--- config.mk ---
export PLATFORM = sky130hd
export DESIGN_NAME = png_1bpp_stored_encoder_flat
export DESIGN_NICKNAME = d
export VERILOG_FILES = /design/src/hw/rtl/png1_pkg.sv /design/src/hw/rtl/png1_in_if.sv /design/src/hw/rtl/png1_out_if.sv /design/src/hw/rtl/png1_front.sv /design/src/hw/rtl/png1_queue.sv /design/src/hw/rtl/png1_back.sv /design/src/hw/rtl/png_1bpp_stored_encoder.sv /design/src/flat_wrapper.sv
export SDC_FILE = /design/constraint.sdc
export NUM_CORES = 1
export LEC_CHECK = 0
export CAP_MARGIN = 0
export CORE_MARGIN = 10
export CORE_UTILIZATION = 35
export DETAILED_ROUTE_END_ITERATION = 10
export DONT_BUFFER_PORTS = 1
export HOLD_SLACK_MARGIN = 0.1
export MAX_ROUTING_LAYER = met4
export SLEW_MARGIN = 20
export SYNTH_ARGS = -nofsm -noshare
export SYNTH_HDL_FRONTEND = slang
export SYNTH_SLANG_ARGS = --single-unit
--- constraint.sdc ---
create_clock -name i_clk -period 26.7 [get_ports i_clk]
set_input_delay 1.335 -clock i_clk [delete_from_list [all_inputs] [get_ports i_clk]]
set_output_delay 1.335 -clock i_clk [all_outputs]
set_load 0.03 [all_outputs]
--- src/hw/rtl/png1_pkg.sv ---
package png1_pkg;

    typedef logic [7:0] t_byte;
    typedef logic [6:0] t_pos;

    // effective (already clamped) image geometry
    typedef struct packed {
        logic [6:0] row_bytes;
        logic [9:0] image_rows;
    } t_cfg;

    typedef enum logic [1:0] {
        ST_HEAD,
        ST_FILT,
        ST_PIX,
        ST_TRL
    } t_start;

    // one classified item for the back end
    typedef struct packed {
        t_start start;
        logic   to_trl;
        t_byte  px;
    } t_cmd;

    localparam int Q_DEPTH = 4;

    localparam logic [0:0] REG_ROW_BYTES  = 1'b0;
    localparam logic [0:0] REG_IMAGE_ROWS = 1'b1;

    localparam logic [6:0] ROW_BYTES_RST  = 7'd16;
    localparam logic [9:0] IMAGE_ROWS_RST = 10'd128;
    localparam logic [6:0] ROW_BYTES_MAX  = 7'd64;
    localparam logic [9:0] IMAGE_ROWS_MAX = 10'd1008;

    localparam logic [31:0] CRC_POLY  = 32'hedb88320;
    localparam logic [31:0] ALL_ONES  = 32'hffffffff;
    localparam logic [16:0] ADLER_MOD = 17'd65521;

    localparam logic [63:0] PNG_SIG  = 64'h89504e470d0a1a0a;
    localparam logic [31:0] TAG_IHDR = 32'h49484452;
    localparam logic [31:0] TAG_IDAT = 32'h49444154;
    localparam logic [31:0] TAG_IEND = 32'h49454e44;
    localparam logic [31:0] CRC_IEND = 32'hae426082;
    localparam t_byte ZLIB_CMF  = 8'h78;
    localparam t_byte ZLIB_FLG  = 8'h01;
    localparam t_byte BLK_FINAL = 8'h01;
    localparam t_byte IHDR_DEPTH = 8'h01;

    // byte positions within the file stream
    localparam t_pos P_SIG      = 7'd0;
    localparam t_pos P_IHDR_LEN = 7'd8;
    localparam t_pos P_IHDR_TAG = 7'd12;
    localparam t_pos P_IHDR_DAT = 7'd16;
    localparam t_pos P_IHDR_CRC = 7'd29;
    localparam t_pos P_IDAT_LEN = 7'd33;
    localparam t_pos P_IDAT_TAG = 7'd37;
    localparam t_pos P_ZLIB_CMF = 7'd41;
    localparam t_pos P_ZLIB_FLG = 7'd42;
    localparam t_pos P_BLK_HDR  = 7'd43;
    localparam t_pos P_LEN_LO   = 7'd44;
    localparam t_pos P_LEN_HI   = 7'd45;
    localparam t_pos P_NLEN_LO  = 7'd46;
    localparam t_pos P_NLEN_HI  = 7'd47;
    localparam t_pos P_FILT     = 7'd48;
    localparam t_pos P_PIX      = 7'd49;
    localparam t_pos P_ADLER    = 7'd50;
    localparam t_pos P_IDAT_CRC = 7'd54;
    localparam t_pos P_IEND_LEN = 7'd58;
    localparam t_pos P_IEND_TAG = 7'd62;
    localparam t_pos P_IEND_CRC = 7'd66;
    localparam t_pos P_END      = 7'd69;

    // IHDR data offsets
    localparam logic [3:0] IH_W_HI    = 4'd2;
    localparam logic [3:0] IH_W_LO    = 4'd3;
    localparam logic [3:0] IH_H_HI    = 4'd6;
    localparam logic [3:0] IH_H_LO    = 4'd7;
    localparam logic [3:0] IH_DEPTH   = 4'd8;

    function automatic logic [6:0] clamp_row_bytes(input logic [6:0] v);
        if (v == 7'd0) begin
            return 7'd1;
        end
        return (v > ROW_BYTES_MAX) ? ROW_BYTES_MAX : v;
    endfunction

    function automatic logic [9:0] clamp_image_rows(input logic [9:0] v);
        if (v == 10'd0) begin
            return 10'd1;
        end
        return (v > IMAGE_ROWS_MAX) ? IMAGE_ROWS_MAX : v;
    endfunction

endpackage

--- src/hw/rtl/png1_in_if.sv ---
interface png1_in_if;
    logic             valid;
    logic             ready;
    png1_pkg::t_byte  pixel_byte;

    modport source(output valid, output pixel_byte, input ready);
    modport sink(input valid, input pixel_byte, output ready);
endinterface

--- src/hw/rtl/png1_out_if.sv ---
interface png1_out_if;
    logic             valid;
    logic             ready;
    png1_pkg::t_byte  out_byte;
    logic             run_last;
    logic             file_end;

    modport source(output valid, output out_byte, output run_last, output file_end,
                   input ready);
    modport sink(input valid, input out_byte, input run_last, input file_end,
                 output ready);
endinterface

--- src/hw/rtl/png1_front.sv ---
module png1_front (
    input  logic             i_clk,
    input  logic             i_rst_n,
    input  png1_pkg::t_cfg   i_cfg,
    png1_in_if.sink          i_in,
    input  logic             i_q_ready,
    output logic             o_push,
    output png1_pkg::t_cmd   o_cmd
);

    logic [5:0] r_bir, n_bir;
    logic [9:0] r_row, n_row;
    logic       r_hdr, n_hdr;
    logic       r_pend, n_pend;

    logic [6:0]  bir_inc;
    logic [10:0] row_inc;

    assign i_in.ready = i_q_ready;
    assign o_push     = i_in.valid && i_q_ready;
    assign bir_inc    = {1'b0, r_bir} + 7'd1;
    assign row_inc    = {1'b0, r_row} + 11'd1;

    always_comb begin
        n_bir  = r_bir;
        n_row  = r_row;
        n_hdr  = r_hdr;
        n_pend = r_pend;
        o_cmd.px     = ~i_in.pixel_byte;
        o_cmd.to_trl = 1'b0;
        o_cmd.start  = png1_pkg::ST_PIX;
        if (r_pend) begin
            // trailer owed from a one-byte image; this item's pixels are dropped
            o_cmd.start  = png1_pkg::ST_TRL;
            o_cmd.to_trl = 1'b1;
            n_bir  = '0;
            n_row  = '0;
            n_hdr  = 1'b0;
            n_pend = 1'b0;
        end else begin
            if (!r_hdr) begin
                o_cmd.start = png1_pkg::ST_HEAD;
            end else if (r_bir == 6'd0) begin
                o_cmd.start = png1_pkg::ST_FILT;
            end
            n_hdr = 1'b1;
            n_bir = bir_inc[5:0];
            if (bir_inc >= i_cfg.row_bytes) begin
                n_bir = '0;
                n_row = row_inc[9:0];
                if (row_inc >= {1'b0, i_cfg.image_rows}) begin
                    if (!r_hdr) begin
                        // header plus pixel already fill the run
                        n_pend = 1'b1;
                    end else begin
                        o_cmd.to_trl = 1'b1;
                        n_bir = '0;
                        n_row = '0;
                        n_hdr = 1'b0;
                    end
                end
            end
        end
    end

    always_ff @(posedge i_clk) begin
        if (!i_rst_n) begin
            r_bir  <= '0;
            r_row  <= '0;
            r_hdr  <= 1'b0;
            r_pend <= 1'b0;
        end else if (o_push) begin
            r_bir  <= n_bir;
            r_row  <= n_row;
            r_hdr  <= n_hdr;
            r_pend <= n_pend;
        end
    end

endmodule

--- src/hw/rtl/png1_queue.sv ---
module png1_queue #(
    parameter int DEPTH = png1_pkg::Q_DEPTH
) (
    input  logic             i_clk,
    input  logic             i_rst_n,
    input  logic             i_push,
    input  png1_pkg::t_cmd   i_cmd,
    output logic             o_ready,
    output logic             o_valid,
    output png1_pkg::t_cmd   o_cmd,
    input  logic             i_pop
);

    localparam int AW = (DEPTH > 1) ? $clog2(DEPTH) : 1;
    localparam int CW = $clog2(DEPTH + 1);
    localparam logic [AW-1:0] LAST_PTR = AW'(DEPTH - 1);
    localparam logic [CW-1:0] FULL_CNT = CW'(DEPTH);

    png1_pkg::t_cmd r_mem [DEPTH];
    logic [AW-1:0]  r_wp, r_rp;
    logic [CW-1:0]  r_cnt;
    logic           do_push, do_pop;

    assign o_ready = (r_cnt != FULL_CNT);
    assign o_valid = (r_cnt != '0);
    assign o_cmd   = r_mem[r_rp];
    assign do_push = i_push && o_ready;
    assign do_pop  = i_pop && o_valid;

    always_ff @(posedge i_clk) begin
        if (do_push) begin
            r_mem[r_wp] <= i_cmd;
        end
    end

    always_ff @(posedge i_clk) begin
        if (!i_rst_n) begin
            r_wp  <= '0;
            r_rp  <= '0;
            r_cnt <= '0;
        end else begin
            if (do_push) begin
                r_wp <= (r_wp == LAST_PTR) ? '0 : r_wp + AW'(1);
            end
            if (do_pop) begin
                r_rp <= (r_rp == LAST_PTR) ? '0 : r_rp + AW'(1);
            end
            if (do_push && !do_pop) begin
                r_cnt <= r_cnt + CW'(1);
            end else if (do_pop && !do_push) begin
                r_cnt <= r_cnt - CW'(1);
            end
        end
    end

endmodule

--- src/hw/rtl/png1_back.sv ---
module png1_back (
    input  logic             i_clk,
    input  logic             i_rst_n,
    input  png1_pkg::t_cfg   i_cfg,
    input  logic             i_q_valid,
    input  png1_pkg::t_cmd   i_cmd,
    output logic             o_pop,
    png1_out_if.source       o_out
);

    png1_pkg::t_pos  r_pos;
    logic            r_act;
    logic            r_ov;
    png1_pkg::t_byte r_ob;
    logic            r_rl, r_fe;
    logic [31:0]     r_crc;
    logic [15:0]     r_alo, r_ahi;
    logic [15:0]     r_raw_len, r_idat_len;

    png1_pkg::t_pos  start_pos, end_pos, cur, off;
    png1_pkg::t_byte cur_byte;
    logic            take, emit, is_last;
    logic [16:0]     sum_lo, sum_hi;
    logic [15:0]     n_alo, n_ahi;
    logic [16:0]     prod;

    function automatic png1_pkg::t_byte be_byte(input logic [31:0] v, input logic [1:0] idx);
        case (idx)
            2'd0:    return v[31:24];
            2'd1:    return v[23:16];
            2'd2:    return v[15:8];
            default: return v[7:0];
        endcase
    endfunction

    function automatic logic [31:0] crc_byte(input logic [31:0] c, input png1_pkg::t_byte b);
        logic [31:0] v;
        v = c ^ {24'b0, b};
        for (int k = 0; k < 8; k++) begin
            v = (v >> 1) ^ (v[0] ? png1_pkg::CRC_POLY : 32'b0);
        end
        return v;
    endfunction

    assign prod = i_cfg.image_rows * ({1'b0, i_cfg.row_bytes} + 8'd1);

    always_comb begin
        unique case (i_cmd.start)
            png1_pkg::ST_HEAD: start_pos = png1_pkg::P_SIG;
            png1_pkg::ST_FILT: start_pos = png1_pkg::P_FILT;
            png1_pkg::ST_PIX:  start_pos = png1_pkg::P_PIX;
            png1_pkg::ST_TRL:  start_pos = png1_pkg::P_ADLER;
        endcase
    end

    assign end_pos = i_cmd.to_trl ? png1_pkg::P_END : png1_pkg::P_PIX;
    assign cur     = r_act ? r_pos : start_pos;
    assign take    = !r_ov || o_out.ready;
    assign emit    = i_q_valid && take;
    assign is_last = (cur == end_pos);
    assign o_pop   = emit && is_last;

    always_comb begin
        off      = '0;
        cur_byte = '0;
        case (cur) inside
            [png1_pkg::P_SIG : png1_pkg::P_IHDR_LEN - 7'd1]:
                cur_byte = png1_pkg::PNG_SIG[8 * (7 - int'(cur[2:0])) +: 8];
            [png1_pkg::P_IHDR_LEN : png1_pkg::P_IHDR_TAG - 7'd1]: begin
                off      = cur - png1_pkg::P_IHDR_LEN;
                cur_byte = be_byte(32'd13, off[1:0]);
            end
            [png1_pkg::P_IHDR_TAG : png1_pkg::P_IHDR_DAT - 7'd1]: begin
                off      = cur - png1_pkg::P_IHDR_TAG;
                cur_byte = be_byte(png1_pkg::TAG_IHDR, off[1:0]);
            end
            [png1_pkg::P_IHDR_DAT : png1_pkg::P_IHDR_CRC - 7'd1]: begin
                off = cur - png1_pkg::P_IHDR_DAT;
                case (off[3:0])
                    png1_pkg::IH_W_HI:  cur_byte = {6'b0, i_cfg.row_bytes[6:5]};
                    png1_pkg::IH_W_LO:  cur_byte = {i_cfg.row_bytes[4:0], 3'b0};
                    png1_pkg::IH_H_HI:  cur_byte = {6'b0, i_cfg.image_rows[9:8]};
                    png1_pkg::IH_H_LO:  cur_byte = i_cfg.image_rows[7:0];
                    png1_pkg::IH_DEPTH: cur_byte = png1_pkg::IHDR_DEPTH;
                    default:            cur_byte = '0;
                endcase
            end
            [png1_pkg::P_IHDR_CRC : png1_pkg::P_IDAT_LEN - 7'd1]: begin
                off      = cur - png1_pkg::P_IHDR_CRC;
                cur_byte = be_byte(~r_crc, off[1:0]);
            end
            [png1_pkg::P_IDAT_LEN : png1_pkg::P_IDAT_TAG - 7'd1]: begin
                off      = cur - png1_pkg::P_IDAT_LEN;
                cur_byte = be_byte({16'b0, r_idat_len}, off[1:0]);
            end
            [png1_pkg::P_IDAT_TAG : png1_pkg::P_ZLIB_CMF - 7'd1]: begin
                off      = cur - png1_pkg::P_IDAT_TAG;
                cur_byte = be_byte(png1_pkg::TAG_IDAT, off[1:0]);
            end
            png1_pkg::P_ZLIB_CMF: cur_byte = png1_pkg::ZLIB_CMF;
            png1_pkg::P_ZLIB_FLG: cur_byte = png1_pkg::ZLIB_FLG;
            png1_pkg::P_BLK_HDR:  cur_byte = png1_pkg::BLK_FINAL;
            png1_pkg::P_LEN_LO:   cur_byte = r_raw_len[7:0];
            png1_pkg::P_LEN_HI:   cur_byte = r_raw_len[15:8];
            png1_pkg::P_NLEN_LO:  cur_byte = ~r_raw_len[7:0];
            png1_pkg::P_NLEN_HI:  cur_byte = ~r_raw_len[15:8];
            png1_pkg::P_FILT:     cur_byte = '0;
            png1_pkg::P_PIX:      cur_byte = i_cmd.px;
            [png1_pkg::P_ADLER : png1_pkg::P_IDAT_CRC - 7'd1]: begin
                off      = cur - png1_pkg::P_ADLER;
                cur_byte = be_byte({r_ahi, r_alo}, off[1:0]);
            end
            [png1_pkg::P_IDAT_CRC : png1_pkg::P_IEND_LEN - 7'd1]: begin
                off      = cur - png1_pkg::P_IDAT_CRC;
                cur_byte = be_byte(~r_crc, off[1:0]);
            end
            [png1_pkg::P_IEND_TAG : png1_pkg::P_IEND_CRC - 7'd1]: begin
                off      = cur - png1_pkg::P_IEND_TAG;
                cur_byte = be_byte(png1_pkg::TAG_IEND, off[1:0]);
            end
            [png1_pkg::P_IEND_CRC : png1_pkg::P_END]: begin
                off      = cur - png1_pkg::P_IEND_CRC;
                cur_byte = be_byte(png1_pkg::CRC_IEND, off[1:0]);
            end
            default: cur_byte = '0;
        endcase
    end

    // Adler-32 over the raw scanline bytes, both halves reduced by one subtract
    always_comb begin
        sum_lo = {1'b0, r_alo} + {9'b0, cur_byte};
        n_alo  = (sum_lo >= png1_pkg::ADLER_MOD) ? 16'(sum_lo - png1_pkg::ADLER_MOD)
                                                 : sum_lo[15:0];
        sum_hi = {1'b0, r_ahi} + {1'b0, n_alo};
        n_ahi  = (sum_hi >= png1_pkg::ADLER_MOD) ? 16'(sum_hi - png1_pkg::ADLER_MOD)
                                                 : sum_hi[15:0];
    end

    always_ff @(posedge i_clk) begin
        r_raw_len  <= prod[15:0];
        r_idat_len <= r_raw_len + 16'd11;
    end

    always_ff @(posedge i_clk) begin
        if (!i_rst_n) begin
            r_act <= 1'b0;
            r_pos <= '0;
            r_ov  <= 1'b0;
            r_crc <= png1_pkg::ALL_ONES;
            r_alo <= 16'd1;
            r_ahi <= 16'd0;
        end else begin
            if (take) begin
                r_ov <= emit;
            end
            if (emit) begin
                r_act <= !is_last;
                r_pos <= cur + 7'd1;
                // CRC restarts ahead of the IHDR and IDAT chunk type fields
                if (cur == png1_pkg::P_IHDR_TAG - 7'd1 ||
                    cur == png1_pkg::P_IDAT_TAG - 7'd1) begin
                    r_crc <= png1_pkg::ALL_ONES;
                end else if ((cur >= png1_pkg::P_IHDR_TAG && cur < png1_pkg::P_IHDR_CRC) ||
                             (cur >= png1_pkg::P_IDAT_TAG && cur < png1_pkg::P_IDAT_CRC)) begin
                    r_crc <= crc_byte(r_crc, cur_byte);
                end
                if (cur == png1_pkg::P_FILT || cur == png1_pkg::P_PIX) begin
                    r_alo <= n_alo;
                    r_ahi <= n_ahi;
                end else if (cur == png1_pkg::P_END) begin
                    r_alo <= 16'd1;
                    r_ahi <= 16'd0;
                end
            end
        end
    end

    always_ff @(posedge i_clk) begin
        if (emit) begin
            r_ob <= cur_byte;
            r_rl <= is_last;
            r_fe <= (cur == png1_pkg::P_END);
        end
    end

    assign o_out.valid    = r_ov;
    assign o_out.out_byte = r_ob;
    assign o_out.run_last = r_rl;
    assign o_out.file_end = r_fe;

endmodule

--- src/hw/rtl/png_1bpp_stored_encoder.sv ---
// channel   dir  payload                          handshake
// i_in      in   pixel_byte[7:0]                  valid/ready
// o_out     out  out_byte[7:0] run_last file_end  valid/ready
// i_cfg_*   in   idx[0] data[9:0]                 write enable, no back-pressure
//
// The back end emits one output byte per cycle while the queue holds an item and
// the output is not stalled; an item causes 1 byte for a plain pixel, 2 at a row
// start, 50 for the first item of a file, 20 more for the trailer. The front end
// takes one item per cycle while the command queue has room, so the byte rate of
// the back end sets the sustained figure. Reset is synchronous and clears counters
// and the queue; either side may stall without loss.
module png_1bpp_stored_encoder #(
    parameter int QDEPTH = png1_pkg::Q_DEPTH
) (
    input  logic        i_clk,
    input  logic        i_rst_n,
    png1_in_if.sink     i_in,
    png1_out_if.source  o_out,
    input  logic        i_cfg_we,
    input  logic [0:0]  i_cfg_idx,
    input  logic [9:0]  i_cfg_data
);

    png1_pkg::t_cfg r_cfg;
    png1_pkg::t_cmd push_cmd, head_cmd;
    logic           push, q_ready, q_valid, pop;

    // registers hold the clamped values
    always_ff @(posedge i_clk) begin
        if (!i_rst_n) begin
            r_cfg.row_bytes  <= png1_pkg::ROW_BYTES_RST;
            r_cfg.image_rows <= png1_pkg::IMAGE_ROWS_RST;
        end else if (i_cfg_we) begin
            unique case (i_cfg_idx)
                png1_pkg::REG_ROW_BYTES:
                    r_cfg.row_bytes <= png1_pkg::clamp_row_bytes(i_cfg_data[6:0]);
                png1_pkg::REG_IMAGE_ROWS:
                    r_cfg.image_rows <= png1_pkg::clamp_image_rows(i_cfg_data);
            endcase
        end
    end

    png1_front u_front (
        .i_clk     (i_clk),
        .i_rst_n   (i_rst_n),
        .i_cfg     (r_cfg),
        .i_in      (i_in),
        .i_q_ready (q_ready),
        .o_push    (push),
        .o_cmd     (push_cmd)
    );

    png1_queue #(
        .DEPTH (QDEPTH)
    ) u_queue (
        .i_clk   (i_clk),
        .i_rst_n (i_rst_n),
        .i_push  (push),
        .i_cmd   (push_cmd),
        .o_ready (q_ready),
        .o_valid (q_valid),
        .o_cmd   (head_cmd),
        .i_pop   (pop)
    );

    png1_back u_back (
        .i_clk     (i_clk),
        .i_rst_n   (i_rst_n),
        .i_cfg     (r_cfg),
        .i_q_valid (q_valid),
        .i_cmd     (head_cmd),
        .o_pop     (pop),
        .o_out     (o_out)
    );

    a_end_is_run_end: assert property (@(posedge i_clk) disable iff (!i_rst_n)
        (o_out.valid && o_out.file_end) |-> o_out.run_last)
        else $error("file end without run end");

    a_cfg_range: assert property (@(posedge i_clk) disable iff (!i_rst_n)
        r_cfg.row_bytes != 7'd0 && r_cfg.row_bytes <= png1_pkg::ROW_BYTES_MAX &&
        r_cfg.image_rows != 10'd0 && r_cfg.image_rows <= png1_pkg::IMAGE_ROWS_MAX)
        else $error("geometry out of range");

    a_no_byte_from_empty: assert property (@(posedge i_clk) disable iff (!i_rst_n)
        !q_valid |=> !$rose(o_out.valid))
        else $error("output byte with empty queue");

    a_pop_on_run_end: assert property (@(posedge i_clk) disable iff (!i_rst_n)
        (pop && (o_out.ready || !o_out.valid)) |=> (o_out.valid && o_out.run_last))
        else $error("queue popped without run end");

endmodule

--- src/flat_wrapper.sv ---
// flat-port wrapper written by rule: the top's interface ports become plain ports
module png_1bpp_stored_encoder_flat 
#(
    parameter int QDEPTH = png1_pkg::Q_DEPTH
)
  (i_clk, i_rst_n, i_cfg_we, i_cfg_idx, i_cfg_data, i_in_valid, i_in_pixel_byte, i_in_ready, o_out_valid, o_out_out_byte, o_out_run_last, o_out_file_end, o_out_ready);
  png1_in_if i_in_i ();
  png1_out_if o_out_i ();
  input  logic i_clk;
  input  logic i_rst_n;
  input  logic i_cfg_we;
  input  logic [0:0] i_cfg_idx;
  input  logic [9:0] i_cfg_data;
  input wire logic [$bits(i_in_i.valid)-1:0] i_in_valid;
  input wire logic [$bits(i_in_i.pixel_byte)-1:0] i_in_pixel_byte;
  output wire logic [$bits(i_in_i.ready)-1:0] i_in_ready;
  output wire logic [$bits(o_out_i.valid)-1:0] o_out_valid;
  output wire logic [$bits(o_out_i.out_byte)-1:0] o_out_out_byte;
  output wire logic [$bits(o_out_i.run_last)-1:0] o_out_run_last;
  output wire logic [$bits(o_out_i.file_end)-1:0] o_out_file_end;
  input wire logic [$bits(o_out_i.ready)-1:0] o_out_ready;
  assign i_in_i.valid = i_in_valid;
  assign i_in_i.pixel_byte = i_in_pixel_byte;
  assign i_in_ready = i_in_i.ready;
  assign o_out_valid = o_out_i.valid;
  assign o_out_out_byte = o_out_i.out_byte;
  assign o_out_run_last = o_out_i.run_last;
  assign o_out_file_end = o_out_i.file_end;
  assign o_out_i.ready = o_out_ready;
  png_1bpp_stored_encoder #(.QDEPTH(QDEPTH)) u_core (.i_clk(i_clk), .i_rst_n(i_rst_n), .i_in(i_in_i), .o_out(o_out_i), .i_cfg_we(i_cfg_we), .i_cfg_idx(i_cfg_idx), .i_cfg_data(i_cfg_data));
endmodule
# Word-level counts from Yosys, hierarchy flattened
# Memories as Yosys holds them, arrays and structs flattened. A register that Yosys moved wholly into a read port is not among the register bits.
# Index checks and enable logic that the tools add are counted.
# totals
regBits	157
mem_bits_rw	44
memories	1
# memory_table
name	depth	width	rd	rd_clocked_by_memory_dff	write_ports	line_no	text
u_core.u_queue.r_mem	4	11	1	1	1	png1_queue.sv:19	png1_pkg::t_cmd r_mem [DEPTH];
# classes
addsub	24
multipliers	1
n_lt_le_gt_ge	30
n_eq_ne	42
shift	1
muxes	90
n_bitwise	14
n_reduce_logical	53
# op_table
op	count
2-to-1 mux 32 bit	10
bitwise XOR 31 x 32 -> 32 bit	8
2-to-1 mux 8 bit	20
2-to-1 mux 16 bit	6
case mux 8 bit (3 select lines)	4
equality test 7 x 6 -> 1 bit (second input constant)	10
2-to-1 mux 10 bit	7
indexed part select 64 x 7 -> 8 bit (first input constant)	1
case mux 8 bit (5 select lines)	1
greater-or-equal comparator 7 x 6 -> 1 bit (second input constant)	5
less-or-equal comparator 7 x 6 -> 1 bit (second input constant)	5
2-to-1 mux 7 bit	5
greater-or-equal comparator 17 x 16 -> 1 bit (second input constant)	2
inverter 32 bit	1
subtractor 16 bit (second input constant)	2
bitwise XOR 32 x 8 -> 32 bit	1
case mux 5 bit (3 select lines)	2
case mux 7 bit (4 select lines)	1
equality test 2 bit (second input constant)	13
inverter 8 bit	3
equality test 2 x 1 -> 1 bit (second input constant)	10
logical AND 1 bit	20
zero test 2 bit	10
2-to-1 mux 1 bit	20
53 further kinds	88

# Longest topological paths before layout
# logic_depth
ltp_word	45
depth_mapped	48
ltp_nobuf	44

# Cells and area by module
# From an unflattened synthesis, not the netlist that was laid out.
# hier_totals
hier_cells	1877
area_unflattened_um2	16517.1
# modules_own_cells
mod	n_inst	cells_per_inst	area_each_um2	seq_area_each_um2
png1_back	1	1469	12031.5	2402.3
png1_queue	1	108	2063.2	1501.4
png1_front	1	214	1684.1	360.3
png_1bpp_stored_encoder	1	86	738.2	340.3

# Worst setup path before layout
# Ideal clock, no wire load.
# synth_timing
path_type	reg2reg
from	reg u_core.u_back.r_act
to	reg u_core.u_back.r_ahi[8]
setup_time_ns	0.128
arrival_ns	9.569
required_time_ns	26.572
slack_ns	17.003
path_stages_with_launch	46
path_buffers	5
synth_period_minus_slack_ns	9.697
path_cell_list	dfxtp_1 buf_2 buf_4 or2_0 o22ai_1 nand2_1 and2_1 ha_1 clkbuf_1 o21ba_2 nor3_1 or2_1 clkbuf_1 or2_1 a311oi_1 o31a_1 nor4_1 o41ai_4 (+10 left out) a21oi_1 nand2b_1 mux2i_1 ha_1 a21o_1 a21oi_1 o21bai_1 a2111oi_0 o21bai_1 o41a_1 a221o_1 a21oi_1 xnor2_1 a41o_1 clkbuf_1 nand4_1 xnor2_1 o21ai_0
# synth_between
elab_chain_len	31
word_cells_on_any_way	132
# synth_lines
item	line_no	text
from (decl)	png1_back.sv:12	logic r_act;
from (signal assigned)	png1_back.sv:157	r_act <= !is_last;
2-to-1 mux 7 bit (*)	png1_back.sv:57	assign cur = r_act ? r_pos : start_pos;
subtractor 2 bit	-	
equality test 2 bit, or another cell as far along	png1_back.sv:28	case (idx)
case mux 8 bit (3 select lines)	png1_back.sv:28	
2-to-1 mux 8 bit (19 in series)	png1_back.sv:66	case (cur) inside
2-to-1 mux 8 bit (*)	png1_back.sv:66	
via u_core.u_back.cur_byte[2]	png1_back.sv:21	png1_pkg::t_byte cur_byte;
adder 16 x 8 -> 17 bit (*)	png1_back.sv:131	sum_lo = {1'b0, r_alo} + {9'b0, cur_byte};
subtractor 16 bit / greater-or-equal comparator 17 x 16 -> 1 bit (equally long branches)	png1_back.sv:132	n_alo = (sum_lo >= png1_pkg::ADLER_MOD) ? 16'(sum_lo - png1_pkg::ADLER_MOD)
2-to-1 mux 16 bit (*)	png1_back.sv:132	
adder 16 x 16 -> 17 bit (*)	png1_back.sv:134	sum_hi = {1'b0, r_ahi} + {1'b0, n_alo};
subtractor 16 bit / greater-or-equal comparator 17 x 16 -> 1 bit (equally long branches)	png1_back.sv:135	n_ahi = (sum_hi >= png1_pkg::ADLER_MOD) ? 16'(sum_hi - png1_pkg::ADLER_MOD)
2-to-1 mux 16 bit (*)	png1_back.sv:135	
2-to-1 mux 16 bit (*)	png1_back.sv:167	if (cur == png1_pkg::P_FILT || cur == png1_pkg::P_PIX) begin
to (signal assigned)	png1_back.sv:169	r_ahi <= n_ahi;
to (decl)	png1_back.sv:17	logic [15:0] r_alo, r_ahi;
# Mark *: on every way through the listed nets, which the timed path passes. The rest lies on a longest branch.
# A chain may end at the register's enable or synchronous reset.

==> flow_summary.ini <==
[outcome]
status = finished clean

[cts]
cts_setup_buffers = 0
root_buffer = clkbuf_16
post_cts_resized = 0
cts_buffers = 23
cts_tree = yes
clkTransAtPathRegs_ns = 0.07
htree_levels = 1
clock_path_buffers = 3
clock_sinks = 203
clk_latency_ns = 0.54
cts-hold-fix-buffers = 0

[logic_synthesis]
synth.most_common_cell = nand2_1
synth_top_cell_area_share_pct = 18.9
synth_cells = 1844
syn_area_um2 = 15800
ys_types = 97
yosys_warnings = 0
synth_top_area_cell = dfxtp_1
synth-seq-cells = 203
synthArstFlopShare_pct = 0
synth.area.top_cells = dfxtp_1, edfxtp_1, ha_1, fa_1, xnor2_1
synth_edf_count = 54
syn_area_per_cell_um2 = 8.57
seq_area_frac_synth_pct = 29.1
synthTopCellsByCount = nand2_1, dfxtp_1, nor2_1
synthFlopType = dfxtp_1
syn_nets = 2015

[sta]
drv_slew = 0
hold_viol_final = 0
finalSetupTns_ns = 0
skew_ns = 0.0168
maxSlewHeadroom_pct = 20.3
tightest_slew_ns = 1.18
fmax_mhz = 83.2
min_period_over_period_pct = 45.0
hold-worst-slack_ns = 0.470
grt_setup_unrepaired = false
fin_crit_ns = 12.02
finalSetupViolations = 0

[global_route]
grt_max_degree = 49
antenna_found_initial = 1
grt_usage_pct = 17.8
grt-ovfl-total = 0
grt_pass1_wl_mm = 75.7
grt_pass1_vias = 13100

[floorplan]
dieArea_um2 = 54000
die_w_um = 232
initial_utilization_pct = 35.6
core_um2 = 44400
rows = 77
io_pins = 36
fp.dieH_um = 232

[detailed_routing]
dr.pass1.iters = 7
via_per_inst = 5.63
vias = 13500
drt_iter0_markers = 1372
final_antenna_net_count = 0
wl_per_cell_um = 19.8
totalWireLength_mm = 47.5
drc = 0

[placement]
port_buffers = 0
dpl.hpwl_mm = 36.2
globalplace.congestion = 1.03

[critical_path]
r2r-end = u_core.u_back.r_ahi[8]
start_kind = register
reg2reg_depth = 39
end_kind = register
ff2ff_setup_slack_ns = 14.68
arrival_ns = 12.40
cp_max_fo = 27
cp.required_ns = 27.08
crit_slowest_cell = ha_1
cpPeakStageDelay_ns = 0.92
path_class = reg -> reg

[layout]
n_fill_cell = 4481
antenna_cells = 0
drive_gt1_share_pct = 5.32
area_growth_pct = 7.79
final_net_count = 1960

[flow_run]
max-cap-violations = 0

[power]
ir_drop_uv = 94.5
cellPowerDensity_nw_per_um2 = 119
p_sw_share_pct = 47.2
seq_power_share_pct = 22.9
p_int_w = 0.00107
pwr-share-clk_pct = 16.6
power.switching_w = 0.000953
p_leak_nw = 6.65
combPwrFrac_pct = 60.5

[min_path]
hold_depth = 1
min_path_type = reg -> reg
hp-start = u_core.u_back.r_raw_len[0]
holdPathEnd = u_core.u_back.r_idat_len[0]
## per-layer routing
metal	GRT usage, %	routed length [um]
met5	-	0
met4	4.30	1270
met3	2.47	3010
met2	27.1	21000
met1	24.5	22300
## layout by cell type, fill, tap and decap left out, types with 9 or more instances in the layout
master,instances
nand2_1,213
dfxtp_1,149
nor2_1,135
inv_1,124
a21oi_1,115
xnor2_1,98
ha_1,97
o21ai_0,79
nand3_1,60
edfxtp_1,54
xor2_1,50
fa_1,50
o22ai_1,40
nor3_1,39
nand2b_1,33
nor2b_1,29
and2_1,28
clkbuf_16,23
a21o_1,21
and3_1,19
a31oi_1,17
mux2i_1,15
nand4_1,15
o211ai_1,13
o21a_1,12
a22o_1,12
mux4_2,11
nor3b_1,10
nor4_1,10
buf_4,10
o221ai_1,9
a21boi_0,9
## worst max-delay path by stage
stage | startpoint | to | cells after the start
after floorplan | u_core.u_back.r_act | u_core.u_back.r_ahi[8] | 45
after global placement | register | u_core.u_back.r_ahi[8] | 40
after detailed placement | register | u_core.u_back.r_ahi[8] | 39
after CTS | register | u_core.u_back.r_ahi[8] | 39
after global routing | register | u_core.u_back.r_ahi[5] | 41
final | register | u_core.u_back.r_ahi[8] | 39
## kinds of logic (layout without fill, tap and decap cells)
family                     after synthesis  in the layout  synth area share (%)
xor gates and xnor gates               164            164                  10.1
AOI/OAI and AO/OA                      447            447                  19.0
DFF                                    203            203                  29.1
adders and majority gates              147            147                  14.0
muxes                                   28             28                  2.76
and+or+nand+nor                        638            638                  19.6
buffers and inverters                  217            178                  5.41
## sequential cells by signal, indices dropped and copies added (netlist names), 3 cells and up, named ones only
| name | count |
|---|---|
| u_core.u_queue.r_cnt | 3 |
| u_core.r_cfg | 17 |
| u_core.u_back.r_crc | 32 |
| u_core.u_front.r_bir | 6 |
| u_core.u_back.r_raw_len | 16 |
| u_core.u_back.o_out.out_byte | 8 |
| u_core.u_back.r_pos | 7 |
| u_core.u_back.r_idat_len | 16 |
| u_core.u_front.r_row | 10 |
| u_core.u_queue.r_mem | 44 |
| u_core.u_back.r_ahi | 16 |
| u_core.u_back.r_alo | 16 |
## power by group through the flow
stage | combinational (W) | sequential, W | clock (W)
global placement | 0.00119 | 0.000468 | 0
finish | 0.00122 | 0.000463 | 0.000335
CTS | 0.00122 | 0.000462 | 0.000343
detailed placement | 0.00121 | 0.000468 | 0
floorplan | 0.000965 | 0.000434 | 0
global route | 0.00134 | 0.000470 | 0.000356
## critical path, delay by kind of cell, from the launching register on
family / cells / cell delay [ns]
mux: 2 / 0.99
fa+ha+maj: 3 / 1.58
buf+inv: 1 / 0.61
flops: 1 / 0.86
compound gates: 22 / 5.52
simple gates: 9 / 1.86
xor+xnor: 2 / 0.42
## final cells by class
type / instances / area (um^2) / share of cell area [%]
Clock buffer: 27 / 601 / 3.53
Sequential cell: 203 / 4600 / 27.0
Inverter: 127 / 477 / 2.80
Timing Repair Buffer: 10 / 75.1 / 0.441
Multi-Input combinational cell: 1424 / 10300 / 60.7
Clock inverter: 14 / 188 / 1.10
Tap cell: 592 / 741 / 4.35
## stage by stage
stage          setup WS [ns]  area [um^2]  power, W  std cells  util (%)
2_1_floorplan          17.00        15800   0.00140       1844         -
6_report               14.68        17000   0.00202       2397      38.3
4_1_cts                14.80        17000   0.00202       2397      38.3
5_1_grt                13.59        17000   0.00217       2397      38.3
3_5_place_dp           14.85        16200   0.00167       2356      36.6
3_3_place_gp           15.02        16200   0.00166       2356      36.6
(Power assumes the default switching activity.)
